==> src/hw/rtl/rsas_pkg.sv <==
package rsas_pkg;

    // Fixed field widths of the stream payload
    localparam int VALUE_W = 32;
    localparam int POS_W   = 6;
    localparam int IN_TDATA_W  = 32;
    localparam int IN_TUSER_W  = 2;
    localparam int OUT_TDATA_W = 8;
    localparam int OUT_TUSER_W = 1;

    // Bit places inside the input tuser
    localparam int TUSER_FUNC    = 0;
    localparam int TUSER_RESTART = 1;

    // Request kinds
    localparam logic FUNC_APPEND = 1'b0;
    localparam logic FUNC_SEARCH = 1'b1;

    // Result of one search
    typedef struct packed {
        logic             found;
        logic [POS_W-1:0] position;
    } t_result;

    // Status of the probe engine toward the top level
    typedef struct packed {
        logic idle;
        logic res_valid;
    } t_probe_stat;

endpackage

==> src/hw/rtl/rsas_probe.sv <==
module rsas_probe #(
    parameter int DEPTH  = 64,
    parameter int DATA_W = 32,
    localparam int AW    = $clog2(DEPTH),
    localparam int CW    = $clog2(DEPTH + 1)
) (
    input  logic                     i_clk,
    input  logic                     i_rst_n,
    input  logic                     i_start,
    input  logic signed [DATA_W-1:0] i_target,
    input  logic [CW-1:0]            i_count,
    input  logic                     i_res_ready,
    output logic [AW-1:0]            o_rd_lo_addr,
    output logic [AW-1:0]            o_rd_mid_addr,
    output logic [AW-1:0]            o_rd_hi_addr,
    input  logic signed [DATA_W-1:0] i_lo_data,
    input  logic signed [DATA_W-1:0] i_mid_data,
    input  logic signed [DATA_W-1:0] i_hi_data,
    output rsas_pkg::t_probe_stat    o_stat,
    output rsas_pkg::t_result        o_result
);

    typedef enum logic [1:0] {
        S_IDLE,
        S_ISSUE,
        S_EVAL,
        S_DONE
    } t_state;

    t_state                   r_state;
    logic [CW-1:0]            r_lo;     // lowest live index
    logic [CW-1:0]            r_hi_p1;  // one past the highest live index
    logic [AW-1:0]            r_mid;
    logic signed [DATA_W-1:0] r_target;
    logic                     r_found;
    logic [rsas_pkg::POS_W-1:0] r_pos;

    logic [CW-1:0]              w_span;
    logic [CW-1:0]              w_mid_full;
    logic [AW-1:0]              w_mid;
    logic [CW-1:0]              w_hi_full;
    logic                       w_live;
    logic                       w_hit;
    logic                       w_go_left;
    logic [CW-1:0]              w_mid_p1;
    logic [rsas_pkg::POS_W-1:0] w_mid_pos;

    // Probe address: mid = lo + (hi - lo) / 2, with hi = hi_p1 - 1
    always_comb begin
        w_live     = (r_lo < r_hi_p1);
        w_span     = r_hi_p1 - CW'(1) - r_lo;
        w_mid_full = r_lo + (w_span >> 1);
        w_mid      = w_mid_full[AW-1:0];
        w_hi_full  = r_hi_p1 - CW'(1);
        w_mid_p1   = CW'(r_mid) + CW'(1);
    end

    assign o_rd_lo_addr  = r_lo[AW-1:0];
    assign o_rd_mid_addr = w_mid;
    assign o_rd_hi_addr  = w_hi_full[AW-1:0];

    // Decide which half is sorted and whether it can hold the target
    always_comb begin
        w_hit = (i_mid_data == r_target);
        if (i_lo_data <= i_mid_data) begin
            w_go_left = (i_lo_data <= r_target) && (r_target < i_mid_data);
        end else begin
            w_go_left = !((i_mid_data < r_target) && (r_target <= i_hi_data));
        end
    end

    // Index reported on the narrow position field
    generate
        if (AW >= rsas_pkg::POS_W) begin : g_pos_trunc
            assign w_mid_pos = r_mid[rsas_pkg::POS_W-1:0];
        end else begin : g_pos_ext
            assign w_mid_pos = {{(rsas_pkg::POS_W - AW){1'b0}}, r_mid};
        end
    endgenerate

    // Search sequencer: issue reads, evaluate, narrow range, repeat
    always_ff @(posedge i_clk) begin
        if (!i_rst_n) begin
            r_state <= S_IDLE;
        end else begin
            unique case (r_state)
                S_IDLE: begin
                    if (i_start) begin
                        r_lo     <= '0;
                        r_hi_p1  <= i_count;
                        r_target <= i_target;
                        r_state  <= S_ISSUE;
                    end
                end
                S_ISSUE: begin
                    if (w_live) begin
                        r_mid   <= w_mid;
                        r_state <= S_EVAL;
                    end else begin
                        r_found <= 1'b0;
                        r_pos   <= '0;
                        r_state <= S_DONE;
                    end
                end
                S_EVAL: begin
                    if (w_hit) begin
                        r_found <= 1'b1;
                        r_pos   <= w_mid_pos;
                        r_state <= S_DONE;
                    end else begin
                        if (w_go_left) begin
                            r_hi_p1 <= CW'(r_mid);
                        end else begin
                            r_lo <= w_mid_p1;
                        end
                        r_state <= S_ISSUE;
                    end
                end
                S_DONE: begin
                    if (i_res_ready) begin
                        r_state <= S_IDLE;
                    end
                end
                default: begin
                    r_state <= S_IDLE;
                end
            endcase
        end
    end

    assign o_stat.idle      = (r_state == S_IDLE);
    assign o_stat.res_valid = (r_state == S_DONE);
    assign o_result.found    = r_found;
    assign o_result.position = r_pos;

endmodule

==> config.mk <==
export PLATFORM = sky130hd
export DESIGN_NAME = rsas_probe
export DESIGN_NICKNAME = d
export VERILOG_FILES = /design/src/hw/rtl/rsas_pkg.sv /design/src/hw/rtl/rsas_probe.sv
export SDC_FILE = /design/constraint.sdc
export NUM_CORES = 1
export LEC_CHECK = 0
export BUFFER_PORTS_ARGS = -buffer_cell sky130_fd_sc_hd__buf_2
export CAP_MARGIN = 20
export CORE_MARGIN = 1.5
export CORE_UTILIZATION = 58
export CTS_BUF_LIST = sky130_fd_sc_hd__clkbuf_16
export CTS_CLUSTER_SIZE = 16
export DETAILED_ROUTE_END_ITERATION = 12
export PLACE_DENSITY = 0.84
export SETUP_SLACK_MARGIN = 0.02
export SYNTH_ARGS = -nofsm -noshare
export SYNTH_HDL_FRONTEND = slang
export SYNTH_SLANG_ARGS = --single-unit
==> constraint.sdc <==
create_clock -name i_clk -period 11.3 [get_ports i_clk]
set_input_delay 1.695 -clock i_clk [delete_from_list [all_inputs] [get_ports i_clk]]
set_output_delay 1.695 -clock i_clk [all_outputs]
set_load 0.03 [all_outputs]
# Word level (Yosys, flattened, before mapping)
# Cells that the tools add are included.
[word_totals]
regBits = 61
latchBits = 0
ramBits = 0
rom_bits = 0
in_bits = 139
out_inout_bits = 27
word_cells = 60
memories = 0
[op_classes]
n_addsub = 4
n_mul = 0
div_mod_pow = 0
n_lt_le_gt_ge = 6
n_eq_ne = 11
n_shift = 0
mux = 20
n_bitwise = 0
n_reduce_logical = 12
[ops]
columns = ["cell", "n"]
rows = [
  ["$le 32x32->1", 3],
  ["$lt 32x32->1", 2],
  ["$mux 7", 6],
  ["$eq 32x32->1", 1],
  ["$pmux 7 s2", 2],
  ["$ne 2x2->1 const B", 7],
  ["$mux 6", 2],
  ["$pmux 6 s2", 1],
  ["$reduce_and 5->1", 2],
  ["$pmux 2 s4", 1],
  ["$add 6x1->7 const B", 1],
  ["$lt 7x7->1", 1],
  ["$sub 7x1->7 const B", 1],
  ["$sub 7x7->7", 1],
  ["$add 6x6->6", 1],
  ["$mux 2", 3],
  ["$reduce_and 3->1", 2],
  ["$eq 2x2->1 const B", 2],
  ["$mux 1", 4],
  ["$reduce_and 4->1", 1],
  ["$reduce_bool 2->1", 2],
  ["$eq 2x1->1 const B", 1],
  ["$logic_and 1x1->1", 2],
  ["$logic_not 2->1", 1],
  ["other kinds (3)", 3],
]

# Logic depth before layout (Yosys ltp)
# Gate-level depths: netlist of the first run.
[logic_depth]
word_depth = 7
depth_mapped = 14
ltp_nobuf = 14

# Least setup slack after synthesis of the first run
# OpenSTA, ideal clock, no wires.
[synth_timing]
kind = "input-to-reg"
startpoint = "input i_rst_n"
endpoint = "register r_target[0], enable pin"
setup_time_ns = 0.501
arrival_ns = 4.845
setup_slack_ns = 5.954
cell_stages = 2
n_path_buf = 0
cell_sequence = "inv_1 nor4_1"
[synth_via]
elab_chain_len = 1
[synth_rtl]
columns = ["item", "line", "source"]
rows = [
  ["start: declaration", "rsas_probe.sv:8", "input logic i_rst_n,"],
  ["$reduce_and 3->1 (no source line)", "n/a", ""],
  ["end signal: assignment", "rsas_probe.sv:91", "r_target <= i_target;"],
  ["end: declaration", "rsas_probe.sv:34", "logic signed [DATA_W-1:0] r_target;"],
]
# Every way passes these cells.
# A chain may end at the register's enable or synchronous reset.

# Worst setup path after layout of the first run
[layout_timing]
startpoint = "register r_hi_p1[0]"
endpoint = "output o_rd_mid_addr[5]"
[layout_via]
elab_chain_len = 3
[layout_rtl]
columns = ["item", "line", "source"]
rows = [
  ["start: declaration", "rsas_probe.sv:32", "logic [CW-1:0] r_hi_p1;"],
  ["start signal: assignment", "rsas_probe.sv:90", "r_hi_p1 <= i_count;"],
  ["start signal: assignment", "rsas_probe.sv:112", "r_hi_p1 <= CW'(r_mid);"],
  ["$sub 7x1->7", "n/a", ""],
  ["$sub 7x7->7", "rsas_probe.sv:51", "w_span = r_hi_p1 - CW'(1) - r_lo;"],
  ["$add 6x6->6", "rsas_probe.sv:52", "w_mid_full = r_lo + (w_span >> 1);"],
  ["end: declaration", "rsas_probe.sv:14", "output logic [AW-1:0] o_rd_mid_addr,"],
]
# Every way passes these cells.

==> flow_summary.yaml, run 1 <==
synthesis:
  ys_ff_latch: 61
  synth_edf_count: 59
  yosysWarnings: 0
  synthFlopType: "edfxtp_1"
  synth_area_um2: 6000
  async_reset_ff_share_pct: 0
  synth_seq_area_share_pct: 30.2
  syn_nets: 928
  syn_inst: 641
  synth.distinct_cells: 50
  syn_area_per_cell_um2: 9.37
cells_and_area:
  layout_commonest_cell: "buf_2"
  final_cell_mix: "165 x buf_2, 146 x ha_1, 123 x inv_1"
  seqCellArea_um2: 1810
  multiInputGateArea_um2: 3660
  num_antenna_cells: 0
  drive_gt1_share_pct: 23.1
  syn2layout_area_growth_pct: 21.1
  fin_nets: 1096
  fillers: 733
global_route:
  overflow: 0
  grtUsageTotal_pct: 28.6
  grt_max_degree: 17
  grt_pass1_wl_um: 24900
  antenna_found_initial: 1
  grt_pass1_vias: 5384
place:
  port_buffers: 165
  gp_congestion: 0.935
  dp_hpwl_um: 13200
timing:
  fmax_mhz: 192
  min_period_ns: 5.21
  finalCritPeriodShare_pct: 46.1
  grt_setup_unrepaired: "no"
  finalSetupViolCount: 0
  finClkSkew_ns: 0.00795
  slew_violations: 0
  hold_violations: 0
  timing.hold.ws_ns: 0.593
  tightestPinTransition_ns: 0.971
  slew_headroom_pct: 35.0
  setup_tns_ns: 0
cts:
  clkLatencyLatePin_ns: 0.33
  cts-buffers-inserted: 9
  clock_path_buffers: 2
  clockRootBuffer: "clkbuf_16"
  post_cts_buffers: 0
  h-tree-depth: 3
  cts_hold_buf: 0
  ctsResizeCount: 0
  path_clk_slew_ns: 0.05
  tritoncts: "yes"
  cts_sinks: 61
power_and_ir_drop:
  p_comb_share_pct: 34.3
  p_int_uw: 586
  p_sw_uw: 295
  p_leak_uw: 0.00383
  power-per-cell-area_nw_per_um2: 121
  pwr-share-seq_pct: 32.3
  clockPowerShare_pct: 33.3
  p_sw_share_pct: 33.5
  irDropWorstVdd_v: 0.000218
route:
  drt_iter0_drc: 310
  drcViolationCount: 0
  wl_met3_um: 1040
  dr.pass1.iters: 5
  top_layer_used: "met4"
  route.vias.total: 5351
  drt-total-wl_um: 15600
  wl_per_cell_um: 16.5
  met1_length_um: 6630
  dr_wl_met2_um: 7450
  ant_nets: 0
  vias_per_cell: 5.65
floorplan:
  start_util_pct: 60.6
  top_level_ports: 166
  rows: 36
  die_h_um: 105
  die_x_um: 105
  core-area_um2: 9910
  dieArea_um2: 11000
status:
  status: "finished clean"
worst_setup_path:
  path_max_fanout: 4
  path_class: "flop to output port"
  cp-start-kind: "flop"
  crit_required_ns: 9.61
  cp-end-kind: "output port"
  cp.arrival_ns: 3.51
job:
  maxCapViolCount: 0
hold_path:
  hold_class: "flop to flop"
metal layers:
layer,GRT usage [%],vias up
met1,35.7,2465
li1,-,2638
met4,10.7,0
met3,5.18,45
met2,49.2,203
met5,0,-
cell families (layout without fill, tap and decap cells):
kind of cell    after synthesis  count (layout)  synth area share, %
fa+ha+maj                   148             148                 31.1
buf+inv                     135             308                 8.88
compound gates              140             140                 14.8
simple gates                137             137                 12.2
flops                        61              61                 30.2
xor+xnor                     20              20                 2.92
registers in the layout, indices dropped and copies added (netlist names):
register  cells
r_found       1
r_pos         6
r_hi_p1       7
r_state       2
r_mid         6
r_lo          7
r_target     32
stage by stage:
stage               total power, uW  utilization, %  instance area [um^2]  std cells  worst slack, ns
detailed placement              585            70.2                  6950        931             6.59
global route                    924            73.3                  7270        947             5.87
global placement                572            70.2                  6950        931             6.69
finish                          881            73.3                  7270        947             6.09
floorplan                       493               -                  6000        641             5.95
CTS                             881            73.3                  7270        947             6.10
worst max-delay path: stages, from the launching register on:
cell	delay (ns)
edfxtp_1	0.42
inv_1	0.12
ha_1	0.23
xor2_1	0.23
ha_1	0.31
xnor2_1	0.35
ha_1	0.31
a21o_1	0.17
a21oi_1	0.25
o21bai_1	0.10
a21oi_1	0.18
xnor2_1	0.15
xnor2_1	0.15
buf_2	0.22
path summary, 6_finish.rpt:
kind                startpoint                to  slack, ns  cells past startpoint
setup / recovery    r_hi_p1[0]  o_rd_mid_addr[5]       6.09                     13
hold / removal      r_state[0]        r_state[1]       0.59                      2
setup reg to reg  r_target[14]        r_hi_p1[0]       8.03                     10
hold reg to reg     r_state[0]        r_state[1]       0.59                      2
final cells by class:
cell class / instances / area share (%)
clock buffers: 9 / 3.10
clock inverters: 7 / 1.24
inverters: 125 / 6.46
multi-input cells: 445 / 50.4
flip-flops and latches: 61 / 24.9
well taps: 133 / 2.29
repair buffers: 167 / 11.6
cell usage after synthesis (2+ instances only):
master / number / area, um^2
and3_1: 2 / 12.5
nor2_1: 19 / 71.3
and4_1: 6 / 52.6
a21boi_1: 2 / 15.0
a21oi_1: 61 / 305
o211ai_1: 5 / 37.5
o21ai_0: 13 / 65.1
ha_1: 146 / 1830
buf_4: 7 / 52.6
edfxtp_1: 59 / 1770
nor3_1: 10 / 50.1
nand3_1: 14 / 70.1
o21a_1: 2 / 15.0
inv_1: 122 / 458
xnor2_1: 17 / 149
nand2_1: 31 / 116
o211a_1: 2 / 20.0
nand4_1: 26 / 163
clkbuf_1: 3 / 11.3
or4_1: 2 / 15.0
o21ai_1: 6 / 30.0
dfxtp_1: 2 / 40.0
inv_2: 2 / 7.51
o21bai_1: 3 / 22.5
o22ai_1: 2 / 12.5
xor2_1: 3 / 26.3
a21o_1: 22 / 165
a211oi_1: 5 / 37.5
a221o_1: 4 / 40.0
a31oi_1: 2 / 12.5
fa_1: 2 / 40.0
nor2b_1: 6 / 37.5
nand2b_1: 4 / 25.0
nor4_1: 4 / 25.0
and2_1: 9 / 56.3
a2111oi_0: 2 / 17.5
power groups by stage:
| stage | clock network [uW] | registers [uW] | logic (uW) |
|---|---|---|---|
| global route | 305 | 286 | 333 |
| floorplan | 0 | 285 | 208 |
| CTS | 295 | 284 | 301 |
| finish | 294 | 285 | 302 |
| detailed placement | 0 | 289 | 296 |
| global placement | 0 | 288 | 285 |
(Power assumes the default switching activity.)
==> run 2: changes to the inputs <==
--- a/config.mk
+++ b/config.mk
@@ -5,14 +5,15 @@
 export SDC_FILE = /design/constraint.sdc
 export NUM_CORES = 1
 export LEC_CHECK = 0
+export ABC_AREA = 1
 export BUFFER_PORTS_ARGS = -buffer_cell sky130_fd_sc_hd__buf_2
 export CAP_MARGIN = 20
 export CORE_MARGIN = 1.5
-export CORE_UTILIZATION = 58
+export CORE_UTILIZATION = 49
 export CTS_BUF_LIST = sky130_fd_sc_hd__clkbuf_16
 export CTS_CLUSTER_SIZE = 16
 export DETAILED_ROUTE_END_ITERATION = 12
-export PLACE_DENSITY = 0.84
+export PLACE_DENSITY = 0.75
 export SETUP_SLACK_MARGIN = 0.02
 export SYNTH_ARGS = -nofsm -noshare
 export SYNTH_HDL_FRONTEND = slang
==> constraint.sdc (replaced) <==
create_clock -name i_clk -period 4.3 [get_ports i_clk]
set_input_delay 0.645 -clock i_clk [delete_from_list [all_inputs] [get_ports i_clk]]
set_output_delay 0.645 -clock i_clk [all_outputs]
set_load 0.03 [all_outputs]
==> flow_summary.yaml, run 2 <==
status:
  status: "finished clean"
worst_setup_path:
  worstReg2RegStart: "r_hi_p1[0]"
  path_max_fanout: 4
  reg2reg_slack_ns: 1.44
  crit_required_ns: 3.65
  reg2regPathDepth: 15
  critPathLaunch: "r_hi_p1[0]"
  r2r_end: "r_mid[5]"
  path_class: "flop to output port"
  cp-end-kind: "output port"
  cp-start-kind: "flop"
  cp.arrival_ns: 3.22
synthesis:
  synth_area_leaders: "ha_1 29%, edfxtp_1 29%, nand2_1 9.4%"
  synth_edf_count: 59
  synthFlopType: "edfxtp_1"
  synth_top_cells_by_count: "155 x nand2_1, 152 x inv_1, 146 x ha_1"
  synth.most_common_cell: "nand2_1"
  synth_top_area_cell: "ha_1"
  synth_area_um2: 6210
  synth.distinct_cells: 35
  synth_top_area_share_pct: 29.4
  yosysWarnings: 0
  async_reset_ff_share_pct: 0
  syn_inst: 769
  syn_nets: 1056
  synth_seq_area_share_pct: 29.2
  ys_ff_latch: 61
  syn_area_per_cell_um2: 8.08
cells_and_area:
  largest_register_ff_count: 32
  fillers: 1147
  regMostFlops: "r_target"
  design_area_um2: 7510
  top_regs: "r_target (32), r_hi_p1 (7), r_lo (7)"
  syn2layout_area_growth_pct: 20.9
  fin_nets: 1224
  layout_commonest_cell: "buf_2"
  final_cell_mix: "165 x buf_2, 155 x nand2_1, 153 x inv_1"
  drive_gt1_share_pct: 21.8
floorplan:
  top_level_ports: 166
  die_h_um: 116
  core-area_um2: 12200
  die_x_um: 116
  rows: 40
  dieArea_um2: 13400
  start_util_pct: 50.9
power_and_ir_drop:
  power_uw: 2270
  pwr-share-seq_pct: 32.7
  p_sw_share_pct: 35.7
  p_int_uw: 1460
  p_leak_uw: 0.00416
  p_sw_uw: 809
  irDropWorstVdd_v: 0.000294
  p_comb_share_pct: 34.9
  clockPowerShare_pct: 32.3
  power-per-cell-area_nw_per_um2: 301
timing:
  finClkSkew_ns: 0.00543
  slew_violations: 0
  timing.hold.ws_ns: 0.473
  tightestPinTransition_ns: 0.972
  hold_violations: 0
  setup_tns_ns: 0
  min_period_ns: 3.87
  grt_setup_unrepaired: "no"
  finalSetupViolCount: 0
  finalCritPeriodShare_pct: 90.0
  fin_ws_ns: 0.431
  slew_headroom_pct: 34.7
  fmax_mhz: 258
route:
  top_layer_used: "met5"
  wl_per_cell_um: 13.1
  dr.pass1.iters: 5
  vias_per_cell: 4.81
  wl_met3_um: 1190
  ant_nets: 0
  drcViolationCount: 0
  met1_length_um: 6470
  dr_wl_met2_um: 6730
  drt-total-wl_um: 14600
  drt_iter0_drc: 215
  route.vias.total: 5357
cts:
  path_clk_slew_ns: 0.06
  cts_hold_buf: 0
  cts-buffers-inserted: 9
  tritoncts: "yes"
  cts_sinks: 61
  clockRootBuffer: "clkbuf_16"
  ctsResizeCount: 0
  h-tree-depth: 3
  post_cts_buffers: 0
  clkLatencyLatePin_ns: 0.34
  clock_path_buffers: 2
global_route:
  grt_max_degree: 22
  overflow: 0
  antenna_found_initial: 5
  grtUsageTotal_pct: 23.0
  grt_pass1_wl_um: 23800
  grt_pass1_vias: 5381
place:
  dp_slack_ns: 0.821
  place_area_um2: 7210
  gp_congestion: 0.849
  port_buffers: 165
  dp_hpwl_um: 12500
hold_path:
  holdCritStartpoint: "i_target[29]"
  min_to: "r_target[29]"
  hold_class: "primary input to flop"
  holdPathStages: 1
job:
  maxCapViolCount: 0
## run 2: power groups by stage
stage	sequential, uW	clock (uW)	combinational (uW)
floorplan	748	0	557
global placement	752	0	776
detailed placement	752	0	789
CTS	741	745	797
global route	745	765	899
finish	741	733	792
## run 2: critical path, cell delays in order, from the launching register on
cell and delay (ns):
edfxtp_1 0.38, inv_1 0.13, ha_1 0.19, xor2_1 0.19
ha_1 0.31, a21oi_1 0.16, nand2_1 0.09, xnor2_1 0.16
inv_1 0.06, ha_1 0.33, a21oi_1 0.16, nand2_1 0.09
nand2_1 0.06, nand2_1 0.05, a21oi_1 0.14, xnor2_1 0.16
buf_2 0.23
## run 2: worst max path at each step
stage	to	slack, ns	cells past startpoint
finish	o_rd_mid_addr[5]	0.43	16
global route	o_rd_mid_addr[5]	0.08	16
CTS	o_rd_mid_addr[5]	0.41	16
detailed placement	o_rd_mid_addr[5]	0.82	16
global placement	o_rd_mid_addr[5]	0.84	16
floorplan	o_rd_mid_addr[5]	0.23	15
## run 2: routing by layer
layer	up-vias	global-route usage (%)
met2	146	40.4
li1	2874	-
met3	20	5.96
met1	2313	27.7
met4	4	7.24
met5	-	0
## run 2: area by class of cell
class	count	area, um^2	area share [%]
inverter	164	616	8.19
tap	168	210	2.80
clock buffer	9	225	3.00
sequential	61	1810	24.1
multi-input combinational	534	3740	49.7
timing repair buffer	167	841	11.2
antenna	3	7.51	0.0999
clock inverter	7	67.6	0.899
## run 2: metrics by stage
stage | instances | utilization, %
global placement | 1094 | 59.1
CTS | 1110 | 61.5
finish | 1113 | 61.5
floorplan | 769 | -
detailed placement | 1094 | 59.1
global route | 1110 | 61.5
## run 2: kinds of logic (layout without fill, tap and decap cells)
family / Yosys count / in the layout / share of synthesized area (%)
compound gates: 117 / 117 / 10.3
xor+xnor: 16 / 16 / 2.26
fa+ha+maj: 148 / 148 / 30.0
buf+inv: 174 / 347 / 11.0
flops: 61 / 61 / 29.2
other cells: 0 / 3 / 0
simple gates: 253 / 253 / 17.3
==> run 3: changes to the inputs <==
--- a/config.mk
+++ b/config.mk
@@ -6,15 +6,16 @@
 export NUM_CORES = 1
 export LEC_CHECK = 0
 export ABC_AREA = 1
-export BUFFER_PORTS_ARGS = -buffer_cell sky130_fd_sc_hd__buf_2
 export CAP_MARGIN = 20
 export CORE_MARGIN = 1.5
-export CORE_UTILIZATION = 49
+export CORE_UTILIZATION = 59
 export CTS_BUF_LIST = sky130_fd_sc_hd__clkbuf_16
 export CTS_CLUSTER_SIZE = 16
 export DETAILED_ROUTE_END_ITERATION = 12
+export DONT_BUFFER_PORTS = 1
 export PLACE_DENSITY = 0.75
 export SETUP_SLACK_MARGIN = 0.02
+export SLEW_MARGIN = 10
 export SYNTH_ARGS = -nofsm -noshare
 export SYNTH_HDL_FRONTEND = slang
 export SYNTH_SLANG_ARGS = --single-unit
==> flow_summary.yaml, run 3 (synthesis results as in run 2) <==
place:
  gp_congestion: 0.836
  port_buffers: 0
  dp_hpwl_um: 11800
global_route:
  antenna_found_initial: 0
  grt_pass1_wl_um: 22300
  overflow: 0
  grt_pass1_vias: 5150
  grtUsageTotal_pct: 25.6
  grt_max_degree: 33
route:
  route.vias.total: 4929
  vias_per_cell: 5.38
  drt-total-wl_um: 13700
  drcViolationCount: 0
  dr.pass1.iters: 4
  ant_nets: 0
  wl_per_cell_um: 14.9
  drt_iter0_drc: 176
worst_setup_path:
  reg2regPathDepth: 13
  path_max_fanout: 4
  cpMostUsedCell: "nand3_1"
  r2r_end: "r_mid[4]"
  critPathLaunch: "r_hi_p1[0]"
  worstReg2RegStart: "r_hi_p1[0]"
  cp_top_family: "XOR/XNOR gates"
  cp-start-kind: "flop"
  critPathSlowestCell: "xor2_1"
  cp.arrival_ns: 3.25
  reg2reg_slack_ns: 1.09
  path_buf_inv: 3
  crit_required_ns: 3.65
  critPathMaxStageDelay_ns: 0.59
  cp-end-kind: "output port"
  path_cells: "inv_1, buf_4, nand3_1, xor2_1, ha_1, nand2_1, o21ai_1, xnor2_1, inv_1, ha_1, nand3_1, nand3_1, xor2_1"
  path_class: "flop to output port"
cts:
  tritoncts: "yes"
  h-tree-depth: 3
  clockRootBuffer: "clkbuf_16"
  clkLatencyLatePin_ns: 0.33
  cts-buffers-inserted: 9
  cts_sinks: 61
  path_clk_slew_ns: 0.06
  clock_path_buffers: 2
  cts_hold_buf: 0
timing:
  slew_headroom_pct: 41.8
  finClkSkew_ns: 0.00723
  hold_violations: 0
  tightestPinTransition_ns: 0.867
  grt_setup_unrepaired: "no"
  fmax_mhz: 257
  timing.hold.ws_ns: 0.406
  finalCritPeriodShare_pct: 90.5
  slew_violations: 0
  setup_tns_ns: 0
  min_period_ns: 3.89
  finalSetupViolCount: 0
cells_and_area:
  fillers: 896
  num_antenna_cells: 0
  largest_register_ff_count: 32
  fin_nets: 1063
  seqCellArea_um2: 1810
  drive_gt1_share_pct: 5.76
  final_cell_mix: "155 x nand2_1, 152 x inv_1, 146 x ha_1"
  syn2layout_area_growth_pct: 7.07
  layout_commonest_cell: "nand2_1"
  top_regs: "r_target (32), r_hi_p1 (7), r_lo (7)"
  regMostFlops: "r_target"
  multiInputGateArea_um2: 3740
power_and_ir_drop:
  irDropWorstVdd_v: 0.000314
  power-per-cell-area_nw_per_um2: 313
  p_leak_uw: 0.00353
hold_path:
  min_to: "r_target[22]"
  holdPathStages: 0
  hold_class: "primary input to flop"
  holdCritStartpoint: "i_target[22]"
floorplan:
  die_h_um: 106
  start_util_pct: 60.5
  die_x_um: 106
  rows: 37
  dieArea_um2: 11200
  top_level_ports: 166
  core-area_um2: 10300
status:
  status: "finished clean"
job:
  maxCapViolCount: 0
## run 3: cell count changes in the layout (fill, tap and decap cells not counted), sizes merged
cell      change
diode         -3
buf         -161
bufinv        -1
clkinvlp      -2
clkinv        +3
## run 3: worst register-to-register path, cell delays in order (launching register included)
cell,delay [ns]
edfxtp_1,0.39
inv_1,0.09
buf_4,0.18
nand3_1,0.15
xor2_1,0.19
ha_1,0.35
nand2_1,0.07
o21ai_1,0.19
xnor2_1,0.14
inv_1,0.06
ha_1,0.35
nand3_1,0.10
nand3_1,0.09
xor2_1,0.59
## run 3: per-stage QoR
step / total power, uW / utilization, % / setup WS, ns / std cells / area [um^2]
6_report: 2080 / 64.7 / 0.409 / 917 / 6650
3_5_place_dp: 1430 / 62.1 / 0.656 / 901 / 6380
5_1_grt: 2210 / 64.7 / 0.121 / 917 / 6650
3_3_place_gp: 1410 / 62.1 / 0.692 / 901 / 6380
4_1_cts: 2090 / 64.7 / 0.275 / 917 / 6650
2_1_floorplan: 1300 / - / 0.230 / 769 / 6220
## run 3: what timing repair did
item | in CTS | in global routing
endpoints found under the setup margin | 0 | 1
setup buffers | 0 | 0
gates resized for setup | 0 | 1
## run 3: where the power goes
group	internal (uW)	switching, uW	total [uW]
Combinational	233	444	678
Sequential	714	42.6	757
Clock	385	265	650
Total	1330	753	2080
## run 3: final cells by class
class                   count  share of cell area [%]
well taps                 136                    2.56
clock buffers               9                    3.39
inverters                 164                    9.25
repair buffers              6                   0.677
clock inverters             7                   0.621
multi-input cells         534                    56.3
flip-flops and latches     61                    27.2
## run 3: worst max path at each step
| stage | slack, ns | cells past startpoint | end |
|---|---|---|---|
| 2_1_floorplan | 0.23 | 15 | o_rd_mid_addr[5] |
| 3_3_place_gp | 0.69 | 15 | o_rd_mid_addr[5] |
| 3_5_place_dp | 0.66 | 15 | o_rd_mid_addr[5] |
| 4_1_cts | 0.27 | 15 | o_rd_mid_addr[5] |
| 5_1_grt | 0.12 | 13 | o_rd_mid_addr[4] |
| 6_report | 0.41 | 13 | o_rd_mid_addr[4] |
## run 3: routing by layer
metal / share of wire (%) / GRT usage [%]
met2: 51 / 48.1
met1: 40 / 27.1
met3: 6.8 / 7.05
met5: 0 / 0
met4: 2.2 / 9.27
